`src/design/rmcr_pkg.sv`:
```
// ----------------------------------------------------------------------------
// rmcr_pkg
// Shared types and constants of the roll mode capture ring: item layouts,
// opcodes, configuration register indexes, control states and fixed widths.
// ----------------------------------------------------------------------------
`timescale 1ns / 1ps
`default_nettype none

package rmcr_pkg;

  localparam int DEF_CHANNEL_DEPTH = 8192;
  localparam int DEF_MAX_FILL      = 64;

  localparam int CFG_IDX_W  = 2;
  localparam int CFG_DATA_W = 20;
  localparam int SIZE_W     = 14;
  localparam int TPP_W      = 20;
  localparam int BYTE_W     = 8;
  localparam int SAMPLE_W   = 16;
  localparam int TIME_MS_W  = 32;
  localparam int NOW_W      = 42;
  localparam int TIME_W     = 48;
  localparam int ADDED_W    = 7;

  localparam logic [SIZE_W-1:0]  RST_CHANNEL_SIZE = SIZE_W'(8192);
  localparam logic [TPP_W-1:0]   RST_TPP_US       = TPP_W'(5);
  localparam logic [BYTE_W-1:0]  RST_EMPTY_MARKER = '0;
  localparam logic [NOW_W-1:0]   US_PER_MS        = NOW_W'(1000);

  typedef enum logic [1:0] {
    OP_START = 2'd0,
    OP_ADD   = 2'd1,
    OP_READ  = 2'd2,
    OP_NOP   = 2'd3
  } opcode_t;

  typedef enum logic [CFG_IDX_W-1:0] {
    REG_PEAK  = 2'd0,
    REG_SIZE  = 2'd1,
    REG_TPP   = 2'd2,
    REG_EMPTY = 2'd3
  } cfg_reg_t;

  typedef enum logic [2:0] {
    ST_IDLE,
    ST_PREP,
    ST_RDWAIT,
    ST_WLO,
    ST_WHI,
    ST_CHK,
    ST_DONE
  } state_t;

  typedef struct packed {
    opcode_t               opcode;
    logic [TIME_MS_W-1:0]  time_ms;
    logic [SAMPLE_W-1:0]   sample_a;
    logic [SAMPLE_W-1:0]   sample_b;
    logic                  channel_sel;
    logic [SIZE_W-1:0]     offset_from_end;
  } in_item_t;

  typedef struct packed {
    logic [BYTE_W-1:0]  read_byte;
    logic [ADDED_W-1:0] points_added;
    logic               fill_capped;
  } out_item_t;

  typedef struct packed {
    logic               peak_detect_enable;
    logic [SIZE_W-1:0]  channel_size;
    logic [TPP_W-1:0]   time_per_point_us;
    logic [BYTE_W-1:0]  empty_marker;
  } cfg_t;

endpackage

`default_nettype wire

```
`src/design/rmcr_cfg.sv`:
```
// ----------------------------------------------------------------------------
// rmcr_cfg
// Configuration register file: decode the write index and hold the settings.
// ----------------------------------------------------------------------------
`timescale 1ns / 1ps
`default_nettype none

module rmcr_cfg
  import rmcr_pkg::*;
(
  input  wire logic                  clk,
  input  wire logic                  rst_n,
  input  wire logic                  cfg_we,
  input  wire logic [CFG_IDX_W-1:0]  cfg_idx,
  input  wire logic [CFG_DATA_W-1:0] cfg_wdata,
  output cfg_t                       cfg
);

  cfg_t cfg_r;
  cfg_t cfg_nxt;

  always_comb begin
    cfg_nxt = cfg_r;
    if (cfg_we) begin
      case (cfg_reg_t'(cfg_idx))
        REG_PEAK:  cfg_nxt.peak_detect_enable = cfg_wdata[0];
        REG_SIZE:  cfg_nxt.channel_size       = cfg_wdata[SIZE_W-1:0];
        REG_TPP:   cfg_nxt.time_per_point_us  = cfg_wdata[TPP_W-1:0];
        REG_EMPTY: cfg_nxt.empty_marker       = cfg_wdata[BYTE_W-1:0];
        default:   cfg_nxt = cfg_r;
      endcase
    end
  end

  always_ff @(posedge clk) begin
    if (!rst_n) begin
      cfg_r.peak_detect_enable <= 1'b0;
      cfg_r.channel_size       <= RST_CHANNEL_SIZE;
      cfg_r.time_per_point_us  <= RST_TPP_US;
      cfg_r.empty_marker       <= RST_EMPTY_MARKER;
    end else begin
      cfg_r <= cfg_nxt;
    end
  end

  assign cfg = cfg_r;

endmodule

`default_nettype wire

```
`config.mk`:
```
export PLATFORM = sky130hd
export DESIGN_NAME = rmcr_cfg
export DESIGN_NICKNAME = d
export VERILOG_FILES = /design/src/design/rmcr_pkg.sv /design/src/design/rmcr_cfg.sv
export SDC_FILE = /design/constraint.sdc
export NUM_CORES = 1
export LEC_CHECK = 0
export ABC_AREA = 1
export BUFFER_PORTS_ARGS = -buffer_cell sky130_fd_sc_hd__buf_2
export CORE_MARGIN = 2
export CORE_UTILIZATION = 45
export CTS_BUF_LIST = sky130_fd_sc_hd__clkbuf_8
export DETAILED_ROUTE_END_ITERATION = 12
export PLACE_DENSITY_LB_ADDON = 0.3
export RECOVER_POWER = 25
export SETUP_SLACK_MARGIN = 0.4
export SLEW_MARGIN = 5
export SYNTH_ARGS = -nofsm -noshare
export SYNTH_HDL_FRONTEND = slang
export SYNTH_SLANG_ARGS = --single-unit
```
`constraint.sdc`:
```
create_clock -name clk -period 0.85 [get_ports clk]
set_input_delay 0.0425 -clock clk [delete_from_list [all_inputs] [get_ports clk]]
set_output_delay 0.0425 -clock clk [all_outputs]
set_load 0.01 [all_outputs]
```
==> impl_metrics.tcl <==
set metrics [dict create \
    dieHeight_um 67.01 \
    ys_warn_count 0 \
    syn_inst 273 \
    avgSynthCellArea_sq_um 6.545 \
    max-cap-violations 0 \
    antenna_found_initial 0 \
    rsz0062_at_grt "true" \
    setup_viol 0 \
    clkSinkCount 43 \
    crit_start "cfg[15]" \
    met1_length_um 1760 \
    timing.fmax_mhz 1233 \
    p_per_area_mw_per_mm2 1625 \
    cp.required_ns 0.81 \
    ys_types 13 \
    dieArea_sq_mm 0.004490 \
    hold_violations 15 \
    fp-row-count 22 \
    grt_pass1_wl_um 6527 \
    wl_met2_um 1988 \
    worst_pin_slew_ns 0.2898 \
    p_leak_uw 0.001458 \
    final_nets 368 \
    synthesis.nets 298 \
    final.setup.tns_ns 0 \
    hold_path_depth 3 \
    fin_crit_sh_pct 95.42 \
    highest_layer "met4" \
    slowest_delay_ns 0.36 \
    r2r_start "cfg[13]" \
    path_buf_inv 1 \
    wl_per_cell_um 10.36 \
    grt_pass1_vias 1495 \
    relSlewSlack_pct 80.66 \
    clk-insertion-delay-late_ns 0.30 \
    antenna_left 0 \
    vias 1719 \
    gp_congestion 0.7471 \
    diodes 0 \
    drt_iter0_markers 97 \
    utilization_pct 71.16 \
    h-tree-depth 2 \
    synth-seq-cells 43 \
    holdWs_ns -0.04774 \
    rrSetupSlack_ns 0.15 \
    cts_tree "done" \
    core_area_sq_mm 0.003744 \
    yosysSeqAreaShare_pct 48.18 \
    fin_crit_ns 0.8111 \
    drv_slew 0 \
    ir_worst_vdd_mv 1.188 \
    io_pins 68 \
    clock_skew_ns 0 \
    cts_root_buffer "clkbuf_8" \
    path_class "reg2out" \
    start_util_pct 47.73 \
    grt_start_max_net_pins 25 \
    firstDrtPassIters 4 \
    r2r_cells 5 \
    netlist_area_sq_mm 0.001787 \
    crit_chain "buf_6" \
    clk_pin_slew_ns 0.07 \
    cts_buffers 5 \
    hp-class "in2reg" \
    crit_slowest_cell "dfxtp_1" \
    cts_buffer_depth 2 \
    end_kind "primary output" \
    place_hpwl_um 2710 \
    worstReg2RegEnd "cfg[13]" \
    port_buffers 67 \
    violations "hold timing" \
    drc 0 \
    path_depth 1 \
    die_x_um 67.01 \
    status "finished with violations" \
    overflow 0 \
    crit_arrival_ns 0.77 \
    area_growth_pct 49.09 \
    worstPathMaxFanout 2 \
    viasPerCell 4.385 \
    track_usage_pct 19.56 \
    routed_wl_um 4062 \
    critPathLaunchType "flop" \
    largest_register_ff_count 43 \
    drive_gt1_share_pct 39.83 \
    wl_met3_um 234 \
    critPathTopFamily "flip-flops" \
    whs_endpoint "cfg[22]" \
    hp-start "cfg_wdata[14]" \
]
## worst max-delay path by stage
stage,end,slack [ns]
2_1_floorplan,cfg[19],0.15
3_3_place_gp,cfg[39],0.05
3_5_place_dp,cfg[36],0.01
4_1_cts,cfg[6],0.05
5_1_grt,cfg[15],0.02
6_report,cfg[15],0.04
## synthesized netlist by cell type
| library cell | number | area share (%) |
|---|---|---|
| nor2_1 | 81 | 17 |
| nand2_1 | 85 | 18 |
| nand4_1 | 1 | 0.35 |
| buf_2 | 4 | 1.1 |
| buf_4 | 2 | 0.84 |
| clkbuf_8 | 1 | 0.77 |
| nand3_1 | 6 | 1.7 |
| inv_1 | 42 | 8.8 |
| buf_6 | 3 | 1.9 |
| dfxtp_1 | 43 | 48 |
| a21oi_1 | 1 | 0.28 |
| clkbuf_1 | 3 | 0.63 |
| nand3_2 | 1 | 0.56 |
## layer usage
| metal | up-vias | global-route usage [%] |
|---|---|---|
| li1 | 917 | - |
| met1 | 752 | 22.77 |
| met2 | 43 | 33.17 |
| met3 | 7 | 5.068 |
| met4 | 0 | 9.184 |
| met5 | - | 0 |
## metrics by stage
step	hold slack, ns	cells	area [sq um]	setup WS, ns	power (uW)
2_1_floorplan	0.1686	273	1818	0.1515	2554
3_3_place_gp	0.2630	383	2210	0.04714	2783
3_5_place_dp	0.2697	383	2210	0.01032	2795
4_1_cts	-0.04308	391	2635	0.05028	4357
5_1_grt	-0.02060	392	2664	0.01873	4551
6_report	-0.04774	392	2664	0.03894	4327
## cells in the final DEF, fill, tap and decap left out
cell      synthesis  layout
nand2_1          85      80
nor2_1           81      78
buf_6             3      44
inv_1            42      36
dfxtp_2           0      33
buf_2             4      24
dfxtp_1          43      10
inv_2             0       7
clkbuf_8          1       7
nand3_2           1       5
nand2_2           0       5
buf_12            0       4
buf_4             2       4
nor2_2            0       3
nand3_1           6       2
a21oi_2           0       1
nand4_1           1       1
## where the power goes
group / total, uW / internal, uW / leakage [uW] / switching [uW]
clock network: 1390 / 729 / 0.0000557 / 665
logic: 718 / 371 / 0.00104 / 346
registers: 2220 / 2140 / 0.000364 / 78.4
## cell families after synthesis
family,synth area share (%)
AND/OR/NAND/NOR,37.47
buffers and inverters,14.08
flip-flops,48.18
AO/OA/AOI/OAI,0.2798
## layout make-up
type,instances,area [sq um]
Multi-Input combinational cell,175,718.2
Inverter,42,157.7
Clock inverter,1,3.754
Fill cell,316,1080
Timing Repair Buffer,76,725.7
Clock buffer,7,96.34
Tap cell,48,60.06
Sequential cell,43,902.1
## repair_timing
item,CTS,global route
gates resized for setup,89,15
endpoints found under the setup margin,86,86
hold endpoints to repair,23,5
pin swaps,3,5
setup buffers,0,1
(Power assumes the default switching activity.)
