<file path="src/design/rmcr_pkg.sv">
// ----------------------------------------------------------------------------
// rmcr_pkg
// Shared types and constants of the roll mode capture ring: item layouts,
// opcodes, configuration register indexes, control states and fixed widths.
// ----------------------------------------------------------------------------
`timescale 1ns / 1ps
`default_nettype none

package rmcr_pkg;

  localparam int DEF_CHANNEL_DEPTH = 8192;
  localparam int DEF_MAX_FILL      = 64;

  localparam int CFG_IDX_W  = 2;
  localparam int CFG_DATA_W = 20;
  localparam int SIZE_W     = 14;
  localparam int TPP_W      = 20;
  localparam int BYTE_W     = 8;
  localparam int SAMPLE_W   = 16;
  localparam int TIME_MS_W  = 32;
  localparam int NOW_W      = 42;
  localparam int TIME_W     = 48;
  localparam int ADDED_W    = 7;

  localparam logic [SIZE_W-1:0]  RST_CHANNEL_SIZE = SIZE_W'(8192);
  localparam logic [TPP_W-1:0]   RST_TPP_US       = TPP_W'(5);
  localparam logic [BYTE_W-1:0]  RST_EMPTY_MARKER = '0;
  localparam logic [NOW_W-1:0]   US_PER_MS        = NOW_W'(1000);

  typedef enum logic [1:0] {
    OP_START = 2'd0,
    OP_ADD   = 2'd1,
    OP_READ  = 2'd2,
    OP_NOP   = 2'd3
  } opcode_t;

  typedef enum logic [CFG_IDX_W-1:0] {
    REG_PEAK  = 2'd0,
    REG_SIZE  = 2'd1,
    REG_TPP   = 2'd2,
    REG_EMPTY = 2'd3
  } cfg_reg_t;

  typedef enum logic [2:0] {
    ST_IDLE,
    ST_PREP,
    ST_RDWAIT,
    ST_WLO,
    ST_WHI,
    ST_CHK,
    ST_DONE
  } state_t;

  typedef struct packed {
    opcode_t               opcode;
    logic [TIME_MS_W-1:0]  time_ms;
    logic [SAMPLE_W-1:0]   sample_a;
    logic [SAMPLE_W-1:0]   sample_b;
    logic                  channel_sel;
    logic [SIZE_W-1:0]     offset_from_end;
  } in_item_t;

  typedef struct packed {
    logic [BYTE_W-1:0]  read_byte;
    logic [ADDED_W-1:0] points_added;
    logic               fill_capped;
  } out_item_t;

  typedef struct packed {
    logic               peak_detect_enable;
    logic [SIZE_W-1:0]  channel_size;
    logic [TPP_W-1:0]   time_per_point_us;
    logic [BYTE_W-1:0]  empty_marker;
  } cfg_t;

endpackage

`default_nettype wire

</file>
<file path="src/design/rmcr_ctrl.sv">
// ----------------------------------------------------------------------------
// rmcr_ctrl
// Item sequencer: decode opcodes, drive the sample RAM, run the repeat-fill
// loop, track the write pointer and high-water mark, hold the result item.
// ----------------------------------------------------------------------------
`timescale 1ns / 1ps
`default_nettype none

module rmcr_ctrl
  import rmcr_pkg::*;
#(
  parameter int CHANNEL_DEPTH = DEF_CHANNEL_DEPTH,
  parameter int MAX_FILL      = DEF_MAX_FILL
) (
  input  wire logic                             clk,
  input  wire logic                             rst_n,
  input  wire cfg_t                             cfg,
  input  wire logic                             in_valid,
  output logic                                  in_stall,
  input  wire in_item_t                         in_item,
  output logic                                  out_valid,
  input  wire logic                             out_stall,
  output out_item_t                             out_item,
  output logic                                  ram_we,
  output logic [$clog2(CHANNEL_DEPTH)-1:0]      ram_waddr,
  output logic [2*BYTE_W-1:0]                   ram_wdata,
  output logic                                  ram_re,
  output logic [$clog2(CHANNEL_DEPTH)-1:0]      ram_raddr,
  input  wire logic [2*BYTE_W-1:0]              ram_rdata
);

  localparam int PW = $clog2(CHANNEL_DEPTH);
  localparam int SW = $clog2(CHANNEL_DEPTH + 1);
  localparam int MW = (SW > SIZE_W) ? SW : SIZE_W;
  localparam int AW = $clog2(MAX_FILL + 1);

  state_t           state_r, state_nxt;
  in_item_t         item_r, item_nxt;
  logic [NOW_W-1:0] now_r, now_nxt;
  logic [TIME_W-1:0] nt_r, nt_nxt;
  logic [PW-1:0]    ptr_r, ptr_nxt;
  logic [SW-1:0]    hw_r, hw_nxt;
  logic [AW-1:0]    added_r, added_nxt;
  logic             capped_r, capped_nxt;
  logic             rd_empty_r, rd_empty_nxt;
  logic             rd_hit_r, rd_hit_nxt;
  logic [BYTE_W-1:0] rd_byte_r, rd_byte_nxt;
  logic             out_valid_r, out_valid_nxt;
  out_item_t        out_item_r, out_item_nxt;

  logic [SW-1:0]    size_c;
  logic [PW-1:0]    pnorm_c;
  logic [SW-1:0]    inc_c;
  logic [PW-1:0]    ptr_inc_c;
  logic [MW:0]      idx_wide_c;
  logic [PW-1:0]    idx_c;
  logic             off_big_c;
  logic [NOW_W-1:0] now_c;
  logic [TIME_W:0]  sum_c;
  logic [TIME_W-1:0] nt_add_c;
  logic             due_c;

  always_comb begin
    if (cfg.channel_size == '0) begin
      size_c = SW'(1);
    end else if (MW'(cfg.channel_size) > MW'(CHANNEL_DEPTH)) begin
      size_c = SW'(CHANNEL_DEPTH);
    end else begin
      size_c = SW'(cfg.channel_size);
    end
  end

  assign pnorm_c   = (SW'(ptr_r) >= size_c) ? '0 : ptr_r;
  assign inc_c     = SW'(ptr_r) + SW'(1);
  assign ptr_inc_c = (inc_c >= size_c) ? '0 : inc_c[PW-1:0];

  assign off_big_c = MW'(item_r.offset_from_end) > MW'(size_c);

  always_comb begin
    if (MW'(pnorm_c) >= MW'(item_r.offset_from_end)) begin
      idx_wide_c = (MW + 1)'(pnorm_c) - (MW + 1)'(item_r.offset_from_end);
    end else begin
      idx_wide_c = (MW + 1)'(pnorm_c) + (MW + 1)'(size_c)
                 - (MW + 1)'(item_r.offset_from_end);
    end
  end
  assign idx_c = idx_wide_c[PW-1:0];

  assign now_c    = NOW_W'(item_r.time_ms) * US_PER_MS;
  assign sum_c    = {1'b0, nt_r} + (TIME_W + 1)'(cfg.time_per_point_us);
  assign nt_add_c = sum_c[TIME_W] ? '1 : sum_c[TIME_W-1:0];
  assign due_c    = nt_r < TIME_W'(now_r);

  always_comb begin
    state_nxt     = state_r;
    item_nxt      = item_r;
    now_nxt       = now_r;
    nt_nxt        = nt_r;
    ptr_nxt       = ptr_r;
    hw_nxt        = hw_r;
    added_nxt     = added_r;
    capped_nxt    = capped_r;
    rd_empty_nxt  = rd_empty_r;
    rd_hit_nxt    = rd_hit_r;
    rd_byte_nxt   = rd_byte_r;
    out_valid_nxt = out_valid_r && out_stall;
    out_item_nxt  = out_item_r;
    ram_we        = 1'b0;
    ram_waddr     = ptr_r;
    ram_wdata     = {item_r.sample_b[BYTE_W-1:0], item_r.sample_a[BYTE_W-1:0]};
    ram_re        = 1'b0;
    ram_raddr     = idx_c;

    case (state_r)
      ST_IDLE: begin
        if (in_valid) begin
          item_nxt  = in_item;
          state_nxt = ST_PREP;
        end
      end
      ST_PREP: begin
        added_nxt   = '0;
        capped_nxt  = 1'b0;
        rd_byte_nxt = '0;
        case (item_r.opcode)
          OP_START: begin
            ptr_nxt   = '0;
            nt_nxt    = TIME_W'(now_c);
            state_nxt = ST_DONE;
          end
          OP_ADD: begin
            now_nxt   = now_c;
            ptr_nxt   = pnorm_c;
            state_nxt = cfg.peak_detect_enable ? ST_WLO : ST_WHI;
          end
          OP_READ: begin
            ram_re       = !off_big_c;
            rd_empty_nxt = off_big_c;
            rd_hit_nxt   = SW'(idx_c) < hw_r;
            state_nxt    = ST_RDWAIT;
          end
          default: state_nxt = ST_DONE;
        endcase
      end
      ST_RDWAIT: begin
        if (rd_empty_r) begin
          rd_byte_nxt = cfg.empty_marker;
        end else if (!rd_hit_r) begin
          rd_byte_nxt = '0;
        end else if (item_r.channel_sel) begin
          rd_byte_nxt = ram_rdata[2*BYTE_W-1:BYTE_W];
        end else begin
          rd_byte_nxt = ram_rdata[BYTE_W-1:0];
        end
        state_nxt = ST_DONE;
      end
      ST_WLO: begin
        ram_we  = 1'b1;
        ptr_nxt = ptr_inc_c;
        if (SW'(ptr_r) == hw_r) begin
          hw_nxt = inc_c;
        end
        state_nxt = ST_WHI;
      end
      ST_WHI: begin
        ram_we    = 1'b1;
        ram_wdata = {item_r.sample_b[2*BYTE_W-1:BYTE_W],
                     item_r.sample_a[2*BYTE_W-1:BYTE_W]};
        ptr_nxt   = ptr_inc_c;
        if (SW'(ptr_r) == hw_r) begin
          hw_nxt = inc_c;
        end
        added_nxt = added_r + AW'(1);
        nt_nxt    = nt_add_c;
        state_nxt = ST_CHK;
      end
      ST_CHK: begin
        if (!due_c) begin
          state_nxt = ST_DONE;
        end else if (added_r >= AW'(MAX_FILL)) begin
          capped_nxt = 1'b1;
          state_nxt  = ST_DONE;
        end else begin
          state_nxt = cfg.peak_detect_enable ? ST_WLO : ST_WHI;
        end
      end
      ST_DONE: begin
        if (!out_valid_r || !out_stall) begin
          out_item_nxt.read_byte    = rd_byte_r;
          out_item_nxt.points_added = ADDED_W'(added_r);
          out_item_nxt.fill_capped  = capped_r;
          out_valid_nxt             = 1'b1;
          state_nxt                 = ST_IDLE;
        end
      end
      default: state_nxt = ST_IDLE;
    endcase
  end

  always_ff @(posedge clk) begin
    if (!rst_n) begin
      state_r     <= ST_IDLE;
      nt_r        <= '0;
      ptr_r       <= '0;
      hw_r        <= '0;
      out_valid_r <= 1'b0;
    end else begin
      state_r     <= state_nxt;
      nt_r        <= nt_nxt;
      ptr_r       <= ptr_nxt;
      hw_r        <= hw_nxt;
      out_valid_r <= out_valid_nxt;
    end
  end

  always_ff @(posedge clk) begin
    item_r     <= item_nxt;
    now_r      <= now_nxt;
    added_r    <= added_nxt;
    capped_r   <= capped_nxt;
    rd_empty_r <= rd_empty_nxt;
    rd_hit_r   <= rd_hit_nxt;
    rd_byte_r  <= rd_byte_nxt;
    out_item_r <= out_item_nxt;
  end

  assign in_stall  = (state_r != ST_IDLE);
  assign out_valid = out_valid_r;
  assign out_item  = out_item_r;

  a_ptr_in_ring: assert property (@(posedge clk) disable iff (!rst_n)
    (state_r == ST_WLO || state_r == ST_WHI) |-> (SW'(ptr_r) < size_c))
    else $error("write pointer outside ring");

  a_ptr_below_hw: assert property (@(posedge clk) disable iff (!rst_n)
    ram_we |-> (SW'(ptr_r) <= hw_r))
    else $error("write beyond high-water mark");

  a_hw_depth: assert property (@(posedge clk) disable iff (!rst_n)
    hw_r <= SW'(CHANNEL_DEPTH))
    else $error("high-water mark beyond depth");

  a_cap_count: assert property (@(posedge clk) disable iff (!rst_n)
    (out_valid_r && out_item_r.fill_capped)
      |-> (out_item_r.points_added == ADDED_W'(MAX_FILL)))
    else $error("capped item without full repeat count");

  a_start_rewinds: assert property (@(posedge clk) disable iff (!rst_n)
    (state_r == ST_PREP && item_r.opcode == OP_START) |=> (ptr_r == '0))
    else $error("start did not rewind pointer");

endmodule

`default_nettype wire

</file>
<file path="config.mk">
export PLATFORM = sky130hd
export DESIGN_NAME = rmcr_ctrl
export DESIGN_NICKNAME = d
export VERILOG_FILES = /design/src/design/rmcr_pkg.sv /design/src/design/rmcr_ctrl.sv
export SDC_FILE = /design/constraint.sdc
export NUM_CORES = 1
export LEC_CHECK = 0
export BUFFER_PORTS_ARGS = -buffer_cell sky130_fd_sc_hd__buf_2
export CAP_MARGIN = 20
export CORE_MARGIN = 2
export CORE_UTILIZATION = 61
export CTS_CLUSTER_DIAMETER = 120
export CTS_CLUSTER_SIZE = 40
export DETAILED_ROUTE_END_ITERATION = 7
export GPL_TIMING_DRIVEN = 0
export HOLD_SLACK_MARGIN = 0.05
export PLACE_DENSITY = 0.82
export SETUP_SLACK_MARGIN = 0.15
export SYNTH_ARGS = -nofsm -noshare
export SYNTH_HDL_FRONTEND = slang
export SYNTH_SLANG_ARGS = --single-unit
</file>
<file path="constraint.sdc">
create_clock -name clk -period 9.1 [get_ports clk]
set_input_delay 1.365 -clock clk [delete_from_list [all_inputs] [get_ports clk]]
set_output_delay 1.365 -clock clk [all_outputs]
set_load 0.01 [all_outputs]
</file>
==> flow_metrics.env <==
export IMPL_rsz0062_at_grt="false"
export IMPL_timing_rr_end="rd_hit_r"
export IMPL_synth_top_family_by_area="adder cells"
export IMPL_htree_levels=1
export IMPL_hold_path_class="reg -> reg"
export IMPL_n_fill_cell=2414
export IMPL_synth_avg_cell_area_um2=10.1
export IMPL_ys_ff_latch=233
export IMPL_skew_ns=0.0452
export IMPL_totalWireLength_um=46200
export IMPL_nets=2628
export IMPL_crit_path_top_delay_cell="o21ai_1"
export IMPL_area_growth_syn_to_layout_pct=10.2
export IMPL_dp_final_hpwl_um=37100
export IMPL_yosysWarnings=0
export IMPL_start_util_pct=62.2
export IMPL_start_kind="input port"
export IMPL_drv_slew=0
export IMPL_first_pass_iters=5
export IMPL_synth_edf_count=154
export IMPL_hold_path_depth=0
export IMPL_r2r_cells=32
export IMPL_busiest_layer="met2"
export IMPL_grt_usage_pct=28.5
export IMPL_drive_above_1_share_pct=12.6
export IMPL_clock_sinks=233
export IMPL_die_area_um2=32800
export IMPL_ys_types=75
export IMPL_synthMuxAreaShare_pct=1.83
export IMPL_cp_slowest_stage_delay_ns=0.49
export IMPL_dr_total_vias=15000
export IMPL_synthSimpleGateAreaFrac_pct=12.4
export IMPL_grt_use_met1_pct=38.8
export IMPL_portBuffers=204
export IMPL_ys_flop_type="edfxtp_1"
export IMPL_drtAntennaViolNets=0
export IMPL_gp_congestion=0.931
export IMPL_post_drt_wl_per_cell_um=18.4
export IMPL_crit_type="in -> out"
export IMPL_reg2reg_from="ram_waddr[0]"
export IMPL_finalSetupTns_ns=0
export IMPL_crit_path_end_kind="primary output"
export IMPL_worstPathMaxFanout=10
export IMPL_path_clk_slew_ns=0.14
export IMPL_dr_first_iter_drc_count=1155
export IMPL_grt_max_degree=42
export IMPL_max_cap_violations=0
export IMPL_netlist_instances=1892
export IMPL_crit_required_ns=7.74
export IMPL_viasPerCell=5.96
export IMPL_clockBufferDepth=3
export IMPL_status="complete, no violations"
export IMPL_synth_compound_area_share_pct=14.5
export IMPL_fp_coreArea_um2=30700
export IMPL_die_w_um=181
export IMPL_rows=64
export IMPL_final_hold_violation_count=0
export IMPL_grtUsageMet3_pct=3.39
export IMPL_tightest_slew_ns=0.925
export IMPL_grt_pass1_vias=15100
export IMPL_finish_instance_area_um2=21100
export IMPL_setup_viol=0
export IMPL_antenna_found_initial=2
export IMPL_clkLatencyLatePin_ns=0.51
export IMPL_synth_xor_area_share_pct=5.08
export IMPL_cts_made_buffers=11
export IMPL_max_slew_margin_pct=36.7
export IMPL_place_area_um2=20700
export IMPL_cts_tree="built"
export IMPL_cts_root_buf="clkbuf_16"
export IMPL_met2_usage_pct=48.3
export IMPL_synth_area_um2=19100
export IMPL_maxClockFrequency_mhz=117
export IMPL_worstPathArrival_ns=7.21
export IMPL_yosysSeqAreaShare_pct=32.4
export IMPL_grt_pass1_wl_um=75700
export IMPL_grt_overflow_total=0
export IMPL_hold_buffers=0
export IMPL_r2r_slack_ns=2.23
export IMPL_synth_adder_area_share_pct=29.3
export IMPL_hold_start="rd_byte_r[0]"
export IMPL_drcViolationCount=0
export IMPL_io_pins=206
export IMPL_fin_crit_ns=8.58
export IMPL_postSynth_asyncResetShare_pct=0
export IMPL_hold_end="out_item[8]"
export IMPL_die_h_um=181
export IMPL_synth_fp_nets=2405
export IMPL_final_period_utilization_pct=94.3
critical path: cells and delay by family:
kind / cells / cell delay, ns
buffers and inverters: 5 / 0.86
AO/OA/AOI/OAI: 9 / 2.48
adder cells (fa/ha/maj): 4 / 1.12
AND/OR/NAND/NOR: 8 / 1.28
XOR/XNOR: 1 / 0.08
repair_timing:
| action | 4_1_cts | 5_1_grt |
|---|---|---|
| setup endpoints to repair | 0 | 11 |
| gates resized for setup | 0 | 1 |
| setup buffers | 0 | 0 |
cells in the mapped netlist, types with 9 or more instances:
cell	n	area, um2
clkbuf_1	45	169
a221oi_1	14	123
a211oi_1	16	120
nor4_1	10	62.6
o211ai_1	14	105
and2_1	12	75.1
a21oi_1	117	586
nand2_1	182	683
nand3_1	42	210
edfxtp_1	154	4620
nor3_1	30	150
xnor2_1	71	622
mux2i_1	26	260
a21o_1	57	428
nand4_1	31	194
buf_1	9	33.8
o21a_1	15	113
inv_1	162	608
or3_1	9	56.3
dfxtp_1	79	1580
and3_1	16	100
a31oi_1	14	87.6
nor2b_1	11	68.8
nand2b_1	14	87.6
xor2_1	40	350
a22oi_1	9	67.6
fa_1	132	2640
o21ai_0	76	380
ha_1	237	2970
nor2_1	120	450
sequential cells by signal, indices dropped and copies added (netlist names), 3 cells and up:
signal	flops
hw_r	14
ram_waddr	13
rd_byte_r	8
nt_r	48
now_r	39
out_item	16
added_r	7
item_r	81
state_r	3
worst max path at each step:
stage | start | to | slack [ns] | cells past startpoint
2_1_floorplan | cfg[34] | ram_raddr[9] | 2.04 | 23
3_3_place_gp | cfg[34] | ram_raddr[10] | 0.59 | 27
6_report | cfg[31] | ram_raddr[10] | 0.52 | 27
5_1_grt | cfg[31] | ram_raddr[1] | 0.18 | 27
3_5_place_dp | cfg[31] | ram_raddr[10] | 0.43 | 27
4_1_cts | cfg[31] | ram_raddr[10] | 0.41 | 27
logic make-up after synthesis:
| kind of cell | count (synthesis) |
|---|---|
| adders and majority gates | 369 |
| buffers and inverters | 223 |
| muxes | 34 |
| DFF | 233 |
| AOI/OAI and AO/OA | 417 |
| xor gates and xnor gates | 111 |
| and+or+nand+nor | 505 |
area by class of cell:
| cell class | count | area (um2) | area share (%) |
|---|---|---|---|
| Multi-Input combinational cell | 1436 | 12100 | 57.3 |
| Sequential cell | 233 | 6210 | 29.4 |
| Timing Repair Buffer | 210 | 1110 | 5.25 |
| Inverter | 162 | 608 | 2.88 |
| Tap cell | 396 | 495 | 2.35 |
| Clock buffer | 13 | 283 | 1.34 |
| Buffer | 61 | 246 | 1.17 |
| Clock inverter | 4 | 58.8 | 0.279 |
| Antenna cell | 1 | 2.50 | 0.0119 |
through the flow:
step	util, %	hold slack, ns	worst slack (ns)	instances
after floorplan	-	0.400	2.04	1892
after global placement	67.1	0.401	0.589	2492
after detailed placement	67.5	0.405	0.432	2498
after CTS	68.6	0.438	0.413	2515
after global routing	68.6	0.444	0.185	2515
final	68.6	0.436	0.523	2516
routing by layer:
metal	share of wire, %	vias to the layer above
met5	0.028	-
met4	3.1	2
met3	6.7	91
met2	47	566
met1	43	7166
li1	-	7177
placed cells by master (no fill, tap or decap), types with 10 or more instances in the layout:
master / synthesis / routed
o21ai_0: 76 / 75
nor2_1: 120 / 119
and3_1: 16 / 16
xnor2_1: 71 / 71
ha_1: 237 / 237
nand4_1: 31 / 31
fa_1: 132 / 132
clkbuf_16: 0 / 11
nor3_1: 30 / 29
a31oi_1: 14 / 14
o211ai_1: 14 / 14
a21o_1: 57 / 57
buf_2: 5 / 209
and2_1: 12 / 12
edfxtp_1: 154 / 154
dfxtp_1: 79 / 79
a21oi_1: 117 / 117
a211oi_1: 16 / 16
nand2_1: 182 / 182
nand3_1: 42 / 42
a221oi_1: 14 / 14
clkbuf_1: 45 / 47
nor4_1: 10 / 10
nor2b_1: 11 / 11
inv_1: 162 / 162
xor2_1: 40 / 40
mux2i_1: 26 / 26
nand2b_1: 14 / 14
o21a_1: 15 / 15
Power is left out: the tool's default activity adds up to more than one toggle a clock period on the data nets, which glitch-free logic cannot reach.
